--- config.mk ---
export PLATFORM = sky130hd
export DESIGN_NAME = profile_hole_filler_core
export DESIGN_NICKNAME = d
export VERILOG_FILES = /design/src/hw/rtl/phf_pkg.sv /design/src/hw/rtl/phf_interp.sv /design/src/hw/rtl/profile_hole_filler_core.sv
export SDC_FILE = /design/constraint.sdc
export NUM_CORES = 1
export LEC_CHECK = 0
export BUFFER_PORTS_ARGS = -buffer_cell sky130_fd_sc_hd__buf_2
export CORE_MARGIN = 3
export CORE_UTILIZATION = 63
export CTS_CLUSTER_DIAMETER = 50
export CTS_CLUSTER_SIZE = 20
export DETAILED_ROUTE_END_ITERATION = 6
export HOLD_SLACK_MARGIN = 0.1
export PLACE_DENSITY_LB_ADDON = 0.12
export SKIP_LAST_GASP = 1
export SYNTH_ARGS = -nofsm -noshare
export SYNTH_HDL_FRONTEND = slang
export SYNTH_SLANG_ARGS = --single-unit
--- constraint.sdc ---
create_clock -name i_clk -period 7.34 [get_ports i_clk]
set_input_delay 1.468 -clock i_clk [delete_from_list [all_inputs] [get_ports i_clk]]
set_output_delay 1.468 -clock i_clk [all_outputs]
set_load 0.02 [all_outputs]
--- src/hw/rtl/phf_pkg.sv ---
// ----------------------------------------------------------------------------
// phf_pkg: shared types and constants of the profile hole filler
// Sample codes, status codes, sequencer states and the interface structs
// between the core and its interpolation unit.
// ----------------------------------------------------------------------------
package phf_pkg;

    // Sample and run widths
    localparam int SAMPLE_W = 16;
    localparam int RUN_W    = 6;
    localparam int DEN_W    = RUN_W + 1;
    localparam int QUOT_W   = SAMPLE_W;
    localparam int STEP_W   = $clog2(QUOT_W);

    // Invalid sample marker
    localparam logic [SAMPLE_W-1:0] INVALID_CODE = 16'h8000;

    // Result status codes
    typedef logic [1:0] t_status;
    localparam t_status ST_ORIGINAL  = 2'd0;
    localparam t_status ST_FILLED    = 2'd1;
    localparam t_status ST_NO_ANCHOR = 2'd2;
    localparam t_status ST_OVERFLOW  = 2'd3;

    // Sequencer states
    typedef enum logic [1:0] {
        S_IDLE,
        S_DIV,
        S_RUN,
        S_TAIL
    } t_state;

    // Core to interpolation unit
    typedef struct packed {
        logic start;
        logic advance;
    } t_interp_ctl;

    // Interpolation unit to core
    typedef struct packed {
        logic ready;
    } t_interp_sts;

endpackage

--- src/hw/rtl/phf_interp.sv ---
// ----------------------------------------------------------------------------
// phf_interp: interpolation step unit
// Divides the gap height difference by the gap length once (restoring, one
// quotient bit per cycle), then walks the ramp one sample per advance with
// the same subtract-and-compare unit: q_k = floor(mag * k / den).
// ----------------------------------------------------------------------------
module phf_interp (
    input  logic                          i_clk,
    input  logic                          i_rst_n,
    input  phf_pkg::t_interp_ctl          i_ctl,
    input  logic [phf_pkg::QUOT_W-1:0]    i_mag,
    input  logic [phf_pkg::DEN_W-1:0]     i_den,
    output phf_pkg::t_interp_sts          o_sts,
    output logic [phf_pkg::QUOT_W-1:0]    o_quot
);

    logic                          r_busy;
    logic [phf_pkg::STEP_W-1:0]    r_cnt;
    logic [phf_pkg::QUOT_W-1:0]    r_work;   // dividend in, quotient out
    logic [phf_pkg::DEN_W-1:0]     r_rem;    // remainder, below r_den
    logic [phf_pkg::DEN_W-1:0]     r_den;
    logic [phf_pkg::QUOT_W-1:0]    r_acc_q;
    logic [phf_pkg::DEN_W-1:0]     r_acc_r;

    logic [phf_pkg::DEN_W-1:0]     sub_a;
    logic [phf_pkg::DEN_W:0]       sub_d;
    logic                          sub_ge;
    logic [phf_pkg::DEN_W-1:0]     sub_res;

    // Shared subtract-and-compare against the denominator
    always_comb begin
        if (r_busy) begin
            sub_a = {r_rem[phf_pkg::DEN_W-2:0], r_work[phf_pkg::QUOT_W-1]};
        end else begin
            sub_a = r_acc_r + r_rem;
        end
        sub_d   = {1'b0, sub_a} - {1'b0, r_den};
        sub_ge  = ~sub_d[phf_pkg::DEN_W];
        sub_res = sub_ge ? sub_d[phf_pkg::DEN_W-1:0] : sub_a;
    end

    // Control: busy while dividing
    always_ff @(posedge i_clk) begin
        if (!i_rst_n) begin
            r_busy <= 1'b0;
            r_cnt  <= '0;
        end else if (i_ctl.start) begin
            r_busy <= 1'b1;
            r_cnt  <= phf_pkg::STEP_W'(phf_pkg::QUOT_W - 1);
        end else if (r_busy) begin
            r_cnt <= r_cnt - 1'b1;
            if (r_cnt == '0) begin
                r_busy <= 1'b0;
            end
        end
    end

    // Datapath: divide, then step the ramp
    always_ff @(posedge i_clk) begin
        if (i_ctl.start) begin
            r_work <= i_mag;
            r_rem  <= '0;
            r_den  <= i_den;
        end else if (r_busy) begin
            r_rem  <= sub_res;
            r_work <= {r_work[phf_pkg::QUOT_W-2:0], sub_ge};
            if (r_cnt == '0) begin
                r_acc_q <= {r_work[phf_pkg::QUOT_W-2:0], sub_ge};
                r_acc_r <= sub_res;
            end
        end else if (i_ctl.advance) begin
            r_acc_r <= sub_res;
            r_acc_q <= r_acc_q + r_work + phf_pkg::QUOT_W'(sub_ge);
        end
    end

    assign o_sts.ready = ~r_busy;
    assign o_quot      = r_acc_q;

endmodule

--- src/hw/rtl/profile_hole_filler_core.sv ---
// ----------------------------------------------------------------------------
// profile_hole_filler_core: gap filler for profile height samples
// A valid sample with no held run passes through S_TAIL into the output register.
// A run of held samples is emitted from S_RUN; an interpolated run first waits
// in S_DIV for the one 16-step division of the shared divider unit.
// Input is stalled while a division runs or a run or the final sample of an item is emitted.
// Reset (synchronous, active low) clears the line state and drops any result.
// ----------------------------------------------------------------------------
module profile_hole_filler_core #(
    parameter int MAX_HOLE = 63
) (
    input  logic                             i_clk,
    input  logic                             i_rst_n,
    input  logic                             i_valid,
    output logic                             o_stall,
    input  logic signed [phf_pkg::SAMPLE_W-1:0] i_sample,
    input  logic                             i_line_end,
    output logic                             o_valid,
    input  logic                             i_stall,
    output logic signed [phf_pkg::SAMPLE_W-1:0] o_value,
    output logic [1:0]                       o_status,
    output logic                             o_end_of_line,
    output logic                             o_last
);

    // Line state
    phf_pkg::t_state                  r_state, n_state;
    logic [phf_pkg::SAMPLE_W-1:0]     r_left, n_left;
    logic                             r_have_left, n_have_left;
    logic [phf_pkg::RUN_W-1:0]        r_pend, n_pend;

    // Item being emitted
    logic [phf_pkg::RUN_W-1:0]        r_cnt, n_cnt;
    logic [phf_pkg::SAMPLE_W-1:0]     r_fill, n_fill;
    phf_pkg::t_status                 r_fill_st, n_fill_st;
    logic                             r_interp, n_interp;
    logic                             r_neg, n_neg;
    logic [phf_pkg::SAMPLE_W-1:0]     r_right, n_right;
    logic                             r_tail, n_tail;
    logic                             r_eol, n_eol;

    // Output register
    logic                             r_out_valid, n_out_valid;
    logic [phf_pkg::SAMPLE_W-1:0]     r_value, n_value;
    phf_pkg::t_status                 r_status, n_status;
    logic                             r_eol_out, n_eol_out;
    logic                             r_last, n_last;

    // Interpolation unit interface
    phf_pkg::t_interp_ctl             interp_ctl;
    phf_pkg::t_interp_sts             interp_sts;
    logic [phf_pkg::QUOT_W-1:0]       interp_quot;
    logic [phf_pkg::QUOT_W-1:0]       interp_mag;
    logic [phf_pkg::DEN_W-1:0]        interp_den;

    logic                             in_acc;
    logic                             out_load;
    logic                             in_invalid;
    logic [phf_pkg::DEN_W-1:0]        run;
    logic [phf_pkg::SAMPLE_W:0]       diff;
    logic [phf_pkg::SAMPLE_W:0]       diff_mag;
    logic [phf_pkg::SAMPLE_W:0]       ramp;
    logic                             run_final;

    assign o_stall  = (r_state != phf_pkg::S_IDLE);
    assign in_acc   = i_valid & ~o_stall;
    assign out_load = ~r_out_valid | ~i_stall;

    // Decode the incoming sample
    always_comb begin
        in_invalid = (i_sample == phf_pkg::INVALID_CODE);
        run        = {1'b0, r_pend} + 1'b1;
        diff       = {i_sample[phf_pkg::SAMPLE_W-1], i_sample}
                   - {r_left[phf_pkg::SAMPLE_W-1], r_left};
        diff_mag   = diff[phf_pkg::SAMPLE_W] ? (~diff + 1'b1) : diff;
        interp_mag = diff_mag[phf_pkg::QUOT_W-1:0];
        interp_den = run;
    end

    // Ramp value: anchor plus or minus the running quotient
    always_comb begin
        if (r_neg) begin
            ramp = {r_fill[phf_pkg::SAMPLE_W-1], r_fill} - {1'b0, interp_quot};
        end else begin
            ramp = {r_fill[phf_pkg::SAMPLE_W-1], r_fill} + {1'b0, interp_quot};
        end
        run_final = (r_cnt == phf_pkg::RUN_W'(1));
    end

    // Sequencer: next state and outputs
    always_comb begin
        n_state     = r_state;
        n_left      = r_left;
        n_have_left = r_have_left;
        n_pend      = r_pend;
        n_cnt       = r_cnt;
        n_fill      = r_fill;
        n_fill_st   = r_fill_st;
        n_interp    = r_interp;
        n_neg       = r_neg;
        n_right     = r_right;
        n_tail      = r_tail;
        n_eol       = r_eol;
        n_out_valid = r_out_valid & i_stall;
        n_value     = r_value;
        n_status    = r_status;
        n_eol_out   = r_eol_out;
        n_last      = r_last;
        interp_ctl  = '0;

        case (r_state)
            phf_pkg::S_IDLE: begin
                if (in_acc) begin
                    n_eol    = i_line_end;
                    n_interp = 1'b0;
                    n_neg    = diff[phf_pkg::SAMPLE_W];
                    n_right  = i_sample;
                    n_cnt    = run[phf_pkg::RUN_W-1:0];
                    n_fill   = r_have_left ? r_left : phf_pkg::INVALID_CODE;
                    n_tail   = 1'b0;
                    if (in_invalid) begin
                        if (i_line_end) begin
                            // Trailing run: flush held samples plus this one
                            n_fill_st = r_have_left ? phf_pkg::ST_FILLED
                                                    : phf_pkg::ST_NO_ANCHOR;
                            n_state   = phf_pkg::S_RUN;
                        end else if (run >= phf_pkg::DEN_W'(MAX_HOLE)) begin
                            // Overflow: emit the run holding the left value
                            n_fill_st = r_have_left ? phf_pkg::ST_OVERFLOW
                                                    : phf_pkg::ST_NO_ANCHOR;
                            n_pend    = '0;
                            n_state   = phf_pkg::S_RUN;
                        end else begin
                            // Hold the sample back
                            n_pend = run[phf_pkg::RUN_W-1:0];
                        end
                    end else begin
                        n_tail    = 1'b1;
                        n_cnt     = r_pend;
                        n_fill_st = phf_pkg::ST_FILLED;
                        if (r_pend == '0) begin
                            n_state = phf_pkg::S_TAIL;
                        end else if (!r_have_left) begin
                            // Leading run takes the first valid value
                            n_fill  = i_sample;
                            n_state = phf_pkg::S_RUN;
                        end else if (r_pend == phf_pkg::RUN_W'(1)) begin
                            // Single gap copies its left neighbor
                            n_state = phf_pkg::S_RUN;
                        end else begin
                            // Longer gap: ramp between neighbors
                            n_interp         = 1'b1;
                            interp_ctl.start = 1'b1;
                            n_state          = phf_pkg::S_DIV;
                        end
                        n_left      = i_sample;
                        n_have_left = 1'b1;
                        n_pend      = '0;
                    end
                    // Line end clears the line state
                    if (i_line_end) begin
                        n_left      = '0;
                        n_have_left = 1'b0;
                        n_pend      = '0;
                    end
                end
            end
            phf_pkg::S_DIV: begin
                if (interp_sts.ready) begin
                    n_state = phf_pkg::S_RUN;
                end
            end
            phf_pkg::S_RUN: begin
                if (out_load) begin
                    n_out_valid        = 1'b1;
                    n_value            = r_interp ? ramp[phf_pkg::SAMPLE_W-1:0] : r_fill;
                    n_status           = r_fill_st;
                    n_last             = run_final & ~r_tail;
                    n_eol_out          = run_final & ~r_tail & r_eol;
                    interp_ctl.advance = r_interp;
                    n_cnt              = r_cnt - 1'b1;
                    if (run_final) begin
                        n_state = r_tail ? phf_pkg::S_TAIL : phf_pkg::S_IDLE;
                    end
                end
            end
            phf_pkg::S_TAIL: begin
                if (out_load) begin
                    n_out_valid = 1'b1;
                    n_value     = r_right;
                    n_status    = phf_pkg::ST_ORIGINAL;
                    n_last      = 1'b1;
                    n_eol_out   = r_eol;
                    n_state     = phf_pkg::S_IDLE;
                end
            end
            default: begin
                n_state = phf_pkg::S_IDLE;
            end
        endcase
    end

    // Control registers
    always_ff @(posedge i_clk) begin
        if (!i_rst_n) begin
            r_state     <= phf_pkg::S_IDLE;
            r_left      <= '0;
            r_have_left <= 1'b0;
            r_pend      <= '0;
            r_out_valid <= 1'b0;
        end else begin
            r_state     <= n_state;
            r_left      <= n_left;
            r_have_left <= n_have_left;
            r_pend      <= n_pend;
            r_out_valid <= n_out_valid;
        end
    end

    // Payload registers
    always_ff @(posedge i_clk) begin
        r_cnt     <= n_cnt;
        r_fill    <= n_fill;
        r_fill_st <= n_fill_st;
        r_interp  <= n_interp;
        r_neg     <= n_neg;
        r_right   <= n_right;
        r_tail    <= n_tail;
        r_eol     <= n_eol;
        r_value   <= n_value;
        r_status  <= n_status;
        r_eol_out <= n_eol_out;
        r_last    <= n_last;
    end

    phf_interp u_interp (
        .i_clk   (i_clk),
        .i_rst_n (i_rst_n),
        .i_ctl   (interp_ctl),
        .i_mag   (interp_mag),
        .i_den   (interp_den),
        .o_sts   (interp_sts),
        .o_quot  (interp_quot)
    );

    assign o_valid       = r_out_valid;
    assign o_value       = r_value;
    assign o_status      = r_status;
    assign o_end_of_line = r_eol_out;
    assign o_last        = r_last;

    // Divider is only started when idle
    a_start_idle: assert property (@(posedge i_clk) disable iff (!i_rst_n)
        interp_ctl.start |-> interp_sts.ready)
        else $error("interpolation unit started while busy");

    // Held run never reaches the overflow limit
    a_pend_limit: assert property (@(posedge i_clk) disable iff (!i_rst_n)
        in_acc |=> (r_pend < phf_pkg::RUN_W'(MAX_HOLE)))
        else $error("held run reached overflow limit");

    // Line end clears the line state
    a_line_clear: assert property (@(posedge i_clk) disable iff (!i_rst_n)
        (in_acc && i_line_end) |=> (!r_have_left && r_pend == '0))
        else $error("line state not cleared at line end");

    // Run emission always has samples left
    a_run_count: assert property (@(posedge i_clk) disable iff (!i_rst_n)
        (r_state == phf_pkg::S_RUN) |-> (r_cnt != '0))
        else $error("run emission with empty count");

endmodule
==> results of run 1 <==
-- worst min-delay path, stage by stage (launching register included) --
cell	delay (ns)
dfxtp_1	0.32
nand2_1	0.07
a21oi_1	0.06
-- worst paths after layout --
path	start	end	depth (start not counted)
setup / recovery	u_interp.r_acc_r[0]	u_interp.o_quot[15]	23
hold / removal	u_interp.r_rem[0]	u_interp.r_rem[0]	2
setup reg to reg	u_interp.r_acc_r[0]	u_interp.o_quot[15]	23
hold reg to reg	u_interp.r_rem[0]	u_interp.r_rem[0]	2
-- power by group through the flow --
stage	clock, µW	combinational, µW	sequential, µW
6_report	850	684	1040
5_1_grt	891	764	1040
4_1_cts	856	677	1040
3_5_place_dp	0	671	1050
3_3_place_gp	0	656	1050
2_1_floorplan	0	511	1050
-- cells in the final DEF (no fill, tap or decap), types with 11 or more instances in the layout --
cell       synthesis  layout
nor2_1            65      65
xor2_1            22      22
and2_1            16      16
a21o_1            11      11
a22o_1            15      15
inv_1             66      66
o21ai_0           48      48
o21ai_1           31      30
clkbuf_16          0      18
nand2_1           94      94
a21oi_1           75      74
ha_1              67      67
dfxtp_1           38      37
nor3_1            23      23
nor2b_1           34      34
nand3_1           18      18
nor3b_1           18      18
edfxtp_1         110     110
xnor2_1           62      62
mux2i_1           19      19
buf_2              0      42
o21a_1            15      15
-- flip-flops by register name, summed over array words and instances, names as in the netlist, 16 cells and up --
signal           count
r_right             16
u_interp.o_quot     16
r_fill              16
o_value             16
u_interp.r_work     16
r_left              16
-- layer usage --
metal	vias to the layer above	share of wire, %	track usage [%]
met5	-	0	0
met2	232	45	39.7
met1	3533	47	39.2
li1	3792	-	-
met4	0	1.5	6.84
met3	27	6.6	4.47
-- cells in the mapped netlist (all sizes together), types with 6 or more instances --
cell / instances
nor4: 9
nor3b: 18
clkbuf: 39
mux2i: 19
mux2: 7
nand3: 18
o21a: 15
edfxtp: 110
fa: 6
ha: 67
a21boi: 9
xnor2: 62
dfxtp: 38
xor2: 22
a21o: 11
nor2: 65
o31ai: 9
and3: 7
or2: 10
a21oi: 75
a41oi: 6
nor2b: 34
a211oi: 9
inv: 67
nor3: 24
a22o: 15
nand2: 94
o21ai: 79
and2: 16
-- metrics by stage --
stage	cell area (µm²)	utilization, %	setup WS (ns)	std cells
after floorplan	9780	-	2.07	1031
after global placement	10100	68.2	1.97	1223
after detailed placement	10100	68.2	1.82	1223
after CTS	10700	72.1	1.80	1255
after global routing	10700	72.1	1.24	1255
final	10700	72.1	1.77	1255
-- logic make-up (layout without fill, tap and decap cells) --
logic type | after synthesis | count (layout) | share of synthesized area (%)
mux | 26 | 26 | 2.75
flops | 148 | 148 | 41.5
buf+inv | 110 | 150 | 4.22
compound gates | 271 | 271 | 17.6
simple gates | 319 | 319 | 16.6
fa+ha+maj | 73 | 73 | 9.80
xor+xnor | 84 | 84 | 7.52
-- area by class of cell --
class / instances / area [µm²]
clock buffer: 22 / 485
clock inverter: 10 / 96.3
fill: 1128 / 4150
inverter: 69 / 259
multi-input combinational: 773 / 5310
sequential: 148 / 4070
tap: 184 / 230
timing repair buffer: 49 / 263
==> out/results.txt, run 1 <==
Peak VDD IR: 0.177 mV
DR iter-0 viols: 609
most frequent CP cell: a21oi_1
combinational share of power: 26.6%
CTS tree: done
TritonCTS Buffers: 17
Sw Share: 31.0%
Slew Limit Fails: 0
Die X: 131 µm
Seq/Total Area, Yosys: 41.5%
Net Count, Synth: 1,125
PnR Total Power: 2570 µW
Setup crit end kind: flop
endpoints failing hold: 0
Worst Path Required: 7.61 ns
Reg clk slew, reported paths: 0.06 ns
post-synth top area cell: edfxtp_1
Hold/Removal Path Class: flop to flop
vias in the first global route: 7,021
CP cell instances: ha_1, fa_1, a21oi_1, nor2_1, nor2_1, o21bai_1, a21oi_1, xnor2_1, mux2_2, ha_1, o21a_1, or2_1, buf_4, fa_1, a21o_1, a21oi_1, o21ai_1, a2111oi_0, o31ai_1, o211a_1, o21a_1, o41a_1, o21ai_0
Synth area leaders: edfxtp_1 (34%), ha_1 (8.6%), dfxtp_1 (7.8%)
PortBufs: 42
first-pass GRT wire length: 35.0 mm
worst path buffer plus inverter count: 1
setup bufs post-CTS: 0
clock network power share: 33.1%
Yosys warnings: 0
DR pass1 iterations: 5
Remaining DRCs: 0
aggregate routed wire length: 21.5 mm
post-CTS sizing: 0
Internal: 1770 µW
Mapped Area: 9780 µm²
unrepaired setup endpoints after global routing: false
critical path arrival: 5.84 ns
Post-Synthesis Cells: 1,031
Max stage delay on crit path: 0.55 ns
Max Cap Viol: 0
core area: 14,900 µm²
#FFs+latches synth: 148
critical path's top delay family: compound AO/OA/AOI/OAI gates
Async SR Flop Fraction: 0%
Power per Cell Area: 240 nW/µm²
post-route clock period utilization: 75.8%
GP Congestion: 0.887
Avg Cell Area, Syn: 9.49 µm²
maximum level of the CTS H-tree: 4
Crit Path Category: flop to flop
I/O pins: 43
Root Buffer: clkbuf_16
Clock Skews: 0.00846 ns
die area: 17,100 µm²
leakage: 0.00414 µW
Final HPWL DP: 15.9 mm
synthesis-to-finish area growth: 9.50%
Psw: 797 µW
worst hold slack: 0.499 ns
largest net degree at the start of global routing: 46
Synth cell types: 69
Max-slew headroom: 32.3%
detailed-route wire length per cell: 17.2 µm
DR vias: 7,584
Final setup viols: 0
Vias/cell: 6.04
Final ANT Viol Nets: 0
Seq pwr share: 40.3%
Final #Nets: 1,152
crit start category: flop
Synth top area share: 33.8%
initial antenna violation count: 0
share of cells above drive strength 1: 9.24%
grt ovf: 0
Worst-Margin Slew: 1.02 ns
ys flop type: edfxtp_1
clock sink count: 148
setup TNS: 0 ns
Site Rows: 44
number of inserted diodes: 0
crit-path max FO: 14
FMAX: 0.180 GHz
minimum clock period: 5.57 ns
cts hold-fix bufs: 0
worst skew pair latency: 0.43 ns
GR Util All Layers: 26.2%
Post-synth EDFFs: 110
Initial Util: 65.8%
outcome: completed
CP max stage cell: a2111oi_0
internal reg-to-reg setup slack: 1.77 ns
CTS Buffer Depth: 2
Die H: 131 µm
Power figures use the tool's default switching activity.
==> inputs of run 2 (changes only) <==
--- a/config.mk
+++ b/config.mk
@@ -5,9 +5,10 @@
 export SDC_FILE = /design/constraint.sdc
 export NUM_CORES = 1
 export LEC_CHECK = 0
+export ABC_AREA = 1
 export BUFFER_PORTS_ARGS = -buffer_cell sky130_fd_sc_hd__buf_2
 export CORE_MARGIN = 3
-export CORE_UTILIZATION = 63
+export CORE_UTILIZATION = 57
 export CTS_CLUSTER_DIAMETER = 50
 export CTS_CLUSTER_SIZE = 20
 export DETAILED_ROUTE_END_ITERATION = 6
==> constraint.sdc (replaced) <==
create_clock -name i_clk -period 4.9 [get_ports i_clk]
set_input_delay 0.98 -clock i_clk [delete_from_list [all_inputs] [get_ports i_clk]]
set_output_delay 0.98 -clock i_clk [all_outputs]
set_load 0.02 [all_outputs]
==> out/results.txt, run 2 <==
Post-Synthesis Cells: 1,277 (was 1,031)
endpoints failing hold: 0 (unchanged)
maximum level of the CTS H-tree: 4 (unchanged)
Final ANT Viol Nets: 0 (unchanged)
Die X: 138 µm (was 131 µm)
fillers: 1,468 (was 1,128)
initial antenna violation count: 0 (unchanged)
Max-slew headroom: 40.3% (was 32.3%)
DR iter-0 viols: 636 (was 609)
Die H: 138 µm (was 131 µm)
Synth area leaders: edfxtp_1 (33%), nand2_1 (13%), ha_1 (8.4%) (was edfxtp_1 (34%), ha_1 (8.6%), dfxtp_1 (7.8%))
Yosys warnings: 0 (unchanged)
critical path arrival: 4.72 ns (was 5.84 ns)
CTS tree: done (unchanged)
clock sink count: 148 (unchanged)
worst path buffer plus inverter count: 3 (was 1)
Synth cell types: 52 (was 69)
most common cell after layout, fill and taps aside: nand2_1 (was edfxtp_1)
Reg clk slew, reported paths: 0.07 ns (was 0.06 ns)
Initial Util: 59.1% (was 65.8%)
most frequent CP cell: nand2_1 (was a21oi_1)
FMAX: 0.220 GHz (was 0.180 GHz)
share of cells above drive strength 1: 10.4% (was 9.24%)
Worst-Margin Slew: 0.894 ns (was 1.02 ns)
highest routed layer: met4 (unchanged)
met2 WL: 10.5 mm (was 9.60 mm)
Net Count, Synth: 1,371 (was 1,125)
routed wl met3: 1.45 mm (was 1.42 mm)
largest net degree at the start of global routing: 38 (was 46)
post-route clock period utilization: 92.6% (was 75.8%)
Power per Cell Area: 460 nW/µm² (was 240 nW/µm²)
Hold/Removal Path Class: flop to flop (unchanged)
Worst Path Required: 5.08 ns (was 7.61 ns)
Slew Limit Fails: 0 (unchanged)
DR pass1 iterations: 7 (was 5)
Area after DPL: 10,400 µm² (was 10,100 µm²)
synthesis-to-finish area growth: 10.6% (was 9.50%)
WL met1: 11.8 mm (was 10.2 mm)
Avg Cell Area, Syn: 7.81 µm² (was 9.49 µm²)
Final #Nets: 1,420 (was 1,152)
critical path's top delay family: adder cells (was compound AO/OA/AOI/OAI gates)
Clock Skews: 0.00954 ns (was 0.00846 ns)
Remaining DRCs: 0 (unchanged)
Post-synth EDFFs: 110 (unchanged)
ys flop type: edfxtp_1 (unchanged)
Max stage delay on crit path: 0.37 ns (was 0.55 ns)
Synth top area share: 33.1% (was 33.8%)
Seq/Total Area, Yosys: 40.7% (was 41.5%)
CP max stage cell: edfxtp_1 (was a2111oi_0)
first-pass GRT wire length: 39.9 mm (was 35.0 mm)
Final Instance Area: 11,000 µm² (was 10,700 µm²)
GP Congestion: 0.923 (was 0.887)
TritonCTS Buffers: 17 (unchanged)
grt ovf: 0 (unchanged)
core area: 16,900 µm² (was 14,900 µm²)
Setup crit end kind: flop (unchanged)
number of inserted diodes: 0 (unchanged)
GR Util All Layers: 25.5% (was 26.2%)
DR vias: 8,504 (was 7,584)
PortBufs: 42 (unchanged)
crit start category: flop (unchanged)
Peak VDD IR: 0.290 mV (was 0.177 mV)
detailed-route wire length per cell: 15.5 µm (was 17.2 µm)
Vias/cell: 5.45 (was 6.04)
leakage: 0.00500 µW (was 0.00414 µW)
PnR Total Power: 5070 µW (was 2570 µW)
cts hold-fix bufs: 0 (unchanged)
aggregate routed wire length: 24.1 mm (was 21.5 mm)
Crit Path Category: flop to flop (unchanged)
crit-path max FO: 4 (was 14)
post-synth top area cell: edfxtp_1 (unchanged)
Final setup viols: 0 (unchanged)
Max Cap Viol: 0 (unchanged)
minimum clock period: 4.54 ns (was 5.57 ns)
I/O pins: 43 (unchanged)
post-layout util: 65.4% (was 72.1%)
Async SR Flop Fraction: 0% (unchanged)
vias in the first global route: 7,919 (was 7,021)
Site Rows: 47 (was 44)
worst skew pair latency: 0.43 ns (about the same)
Mapped Area: 9970 µm² (was 9780 µm²)
most common cell in the netlist: nand2_1 (was edfxtp_1)
CTS Buffer Depth: 2 (unchanged)
Post-synth top cells: nand2_1 (352), inv_1 (179), edfxtp_1 (110), a21oi_1 (97), nor2_1 (78) (was edfxtp_1 (110), nand2_1 (94), a21oi_1 (75), ha_1 (67), inv_1 (66))
Root Buffer: clkbuf_16 (unchanged)
die area: 19,100 µm² (was 17,100 µm²)
most frequent cells in the layout: nand2_1 (352), inv_1 (179), edfxtp_1 (110) (was edfxtp_1 (110), nand2_1 (94), a21oi_1 (74))
Final HPWL DP: 18.3 mm (was 15.9 mm)
outcome: completed (unchanged)
#FFs+latches synth: 148 (unchanged)
## run 2: cell count changes in the layout (fill, tap and decap cells not counted), sizes merged, moves of 22 or more
cell	previous run	this run
nor2b	34	0
a21oi	75	97
nand3	18	69
xnor2	62	13
nand2	94	364
inv	69	194
## run 2: path summary, 6_finish.rpt
path | from | end | slack [ns] | cells past startpoint
max | u_interp.r_acc_r[0] | u_interp.o_quot[12] | 0.36 | 29
min | r_left[10] | r_left[10] | 0.47 | 2
max reg2reg | u_interp.r_acc_r[0] | u_interp.o_quot[12] | 0.36 | 29
min reg2reg | r_left[10] | r_left[10] | 0.47 | 2
## run 2: stage by stage
stage	instances	hold slack (ns)	setup TNS [ns]	setup slack (ns)
finish	1559	0.468	0	0.361
floorplan	1277	0.443	0	0.589
global route	1559	0.481	-0.0121	-0.0121
global placement	1524	0.453	0	0.375
CTS	1556	0.468	0	0.126
detailed placement	1524	0.457	0	0.179
## run 2: power by group
group | total [µW] | switching, µW | internal (µW)
clock | 1260 | 567 | 693
combinational | 2050 | 1340 | 708
sequential | 1760 | 110 | 1650
total | 5070 | 2020 | 3050
## run 2: routing by layer
layer / vias to the layer above / global-route usage (%)
li1: 4340 / -
met1: 3917 / 37.9
met2: 217 / 39.1
met3: 30 / 4.97
met4: 0 / 5.67
met5: - / 0
## run 2: repair_timing
| item | in CTS | in global routing |
|---|---|---|
| resized for setup | 0 | 9 |
| buffers inserted | 0 | 3 |
| endpoints found under the hold margin | 0 | 0 |
| endpoints found under the setup margin | 0 | 5 |
## run 2: cell type report
cell class | instances | area, µm² | area share [%]
multi-input combinational | 916 | 5120 | 46.4
sequential | 148 | 4070 | 36.9
inverter | 191 | 717 | 6.50
clock buffer | 18 | 450 | 4.08
timing repair buffer | 52 | 285 | 2.59
tap | 220 | 275 | 2.50
clock inverter | 14 | 120 | 1.09
## run 2: cell families (layout without fill, tap and decap cells)
| group | after synthesis | count (layout) | synth area share [%] |
|---|---|---|---|
| xor+xnor | 46 | 46 | 4.19 |
| buf+inv | 213 | 275 | 8.22 |
| simple gates | 567 | 567 | 24.6 |
| flops | 148 | 148 | 40.7 |
| fa+ha+maj | 73 | 73 | 9.61 |
| compound gates | 230 | 230 | 12.7 |
## run 2: worst min-delay path, stage by stage (launching register included)
cell	delay [ns]
dfxtp_1	0.31
nand2_1	0.06
a21oi_1	0.06
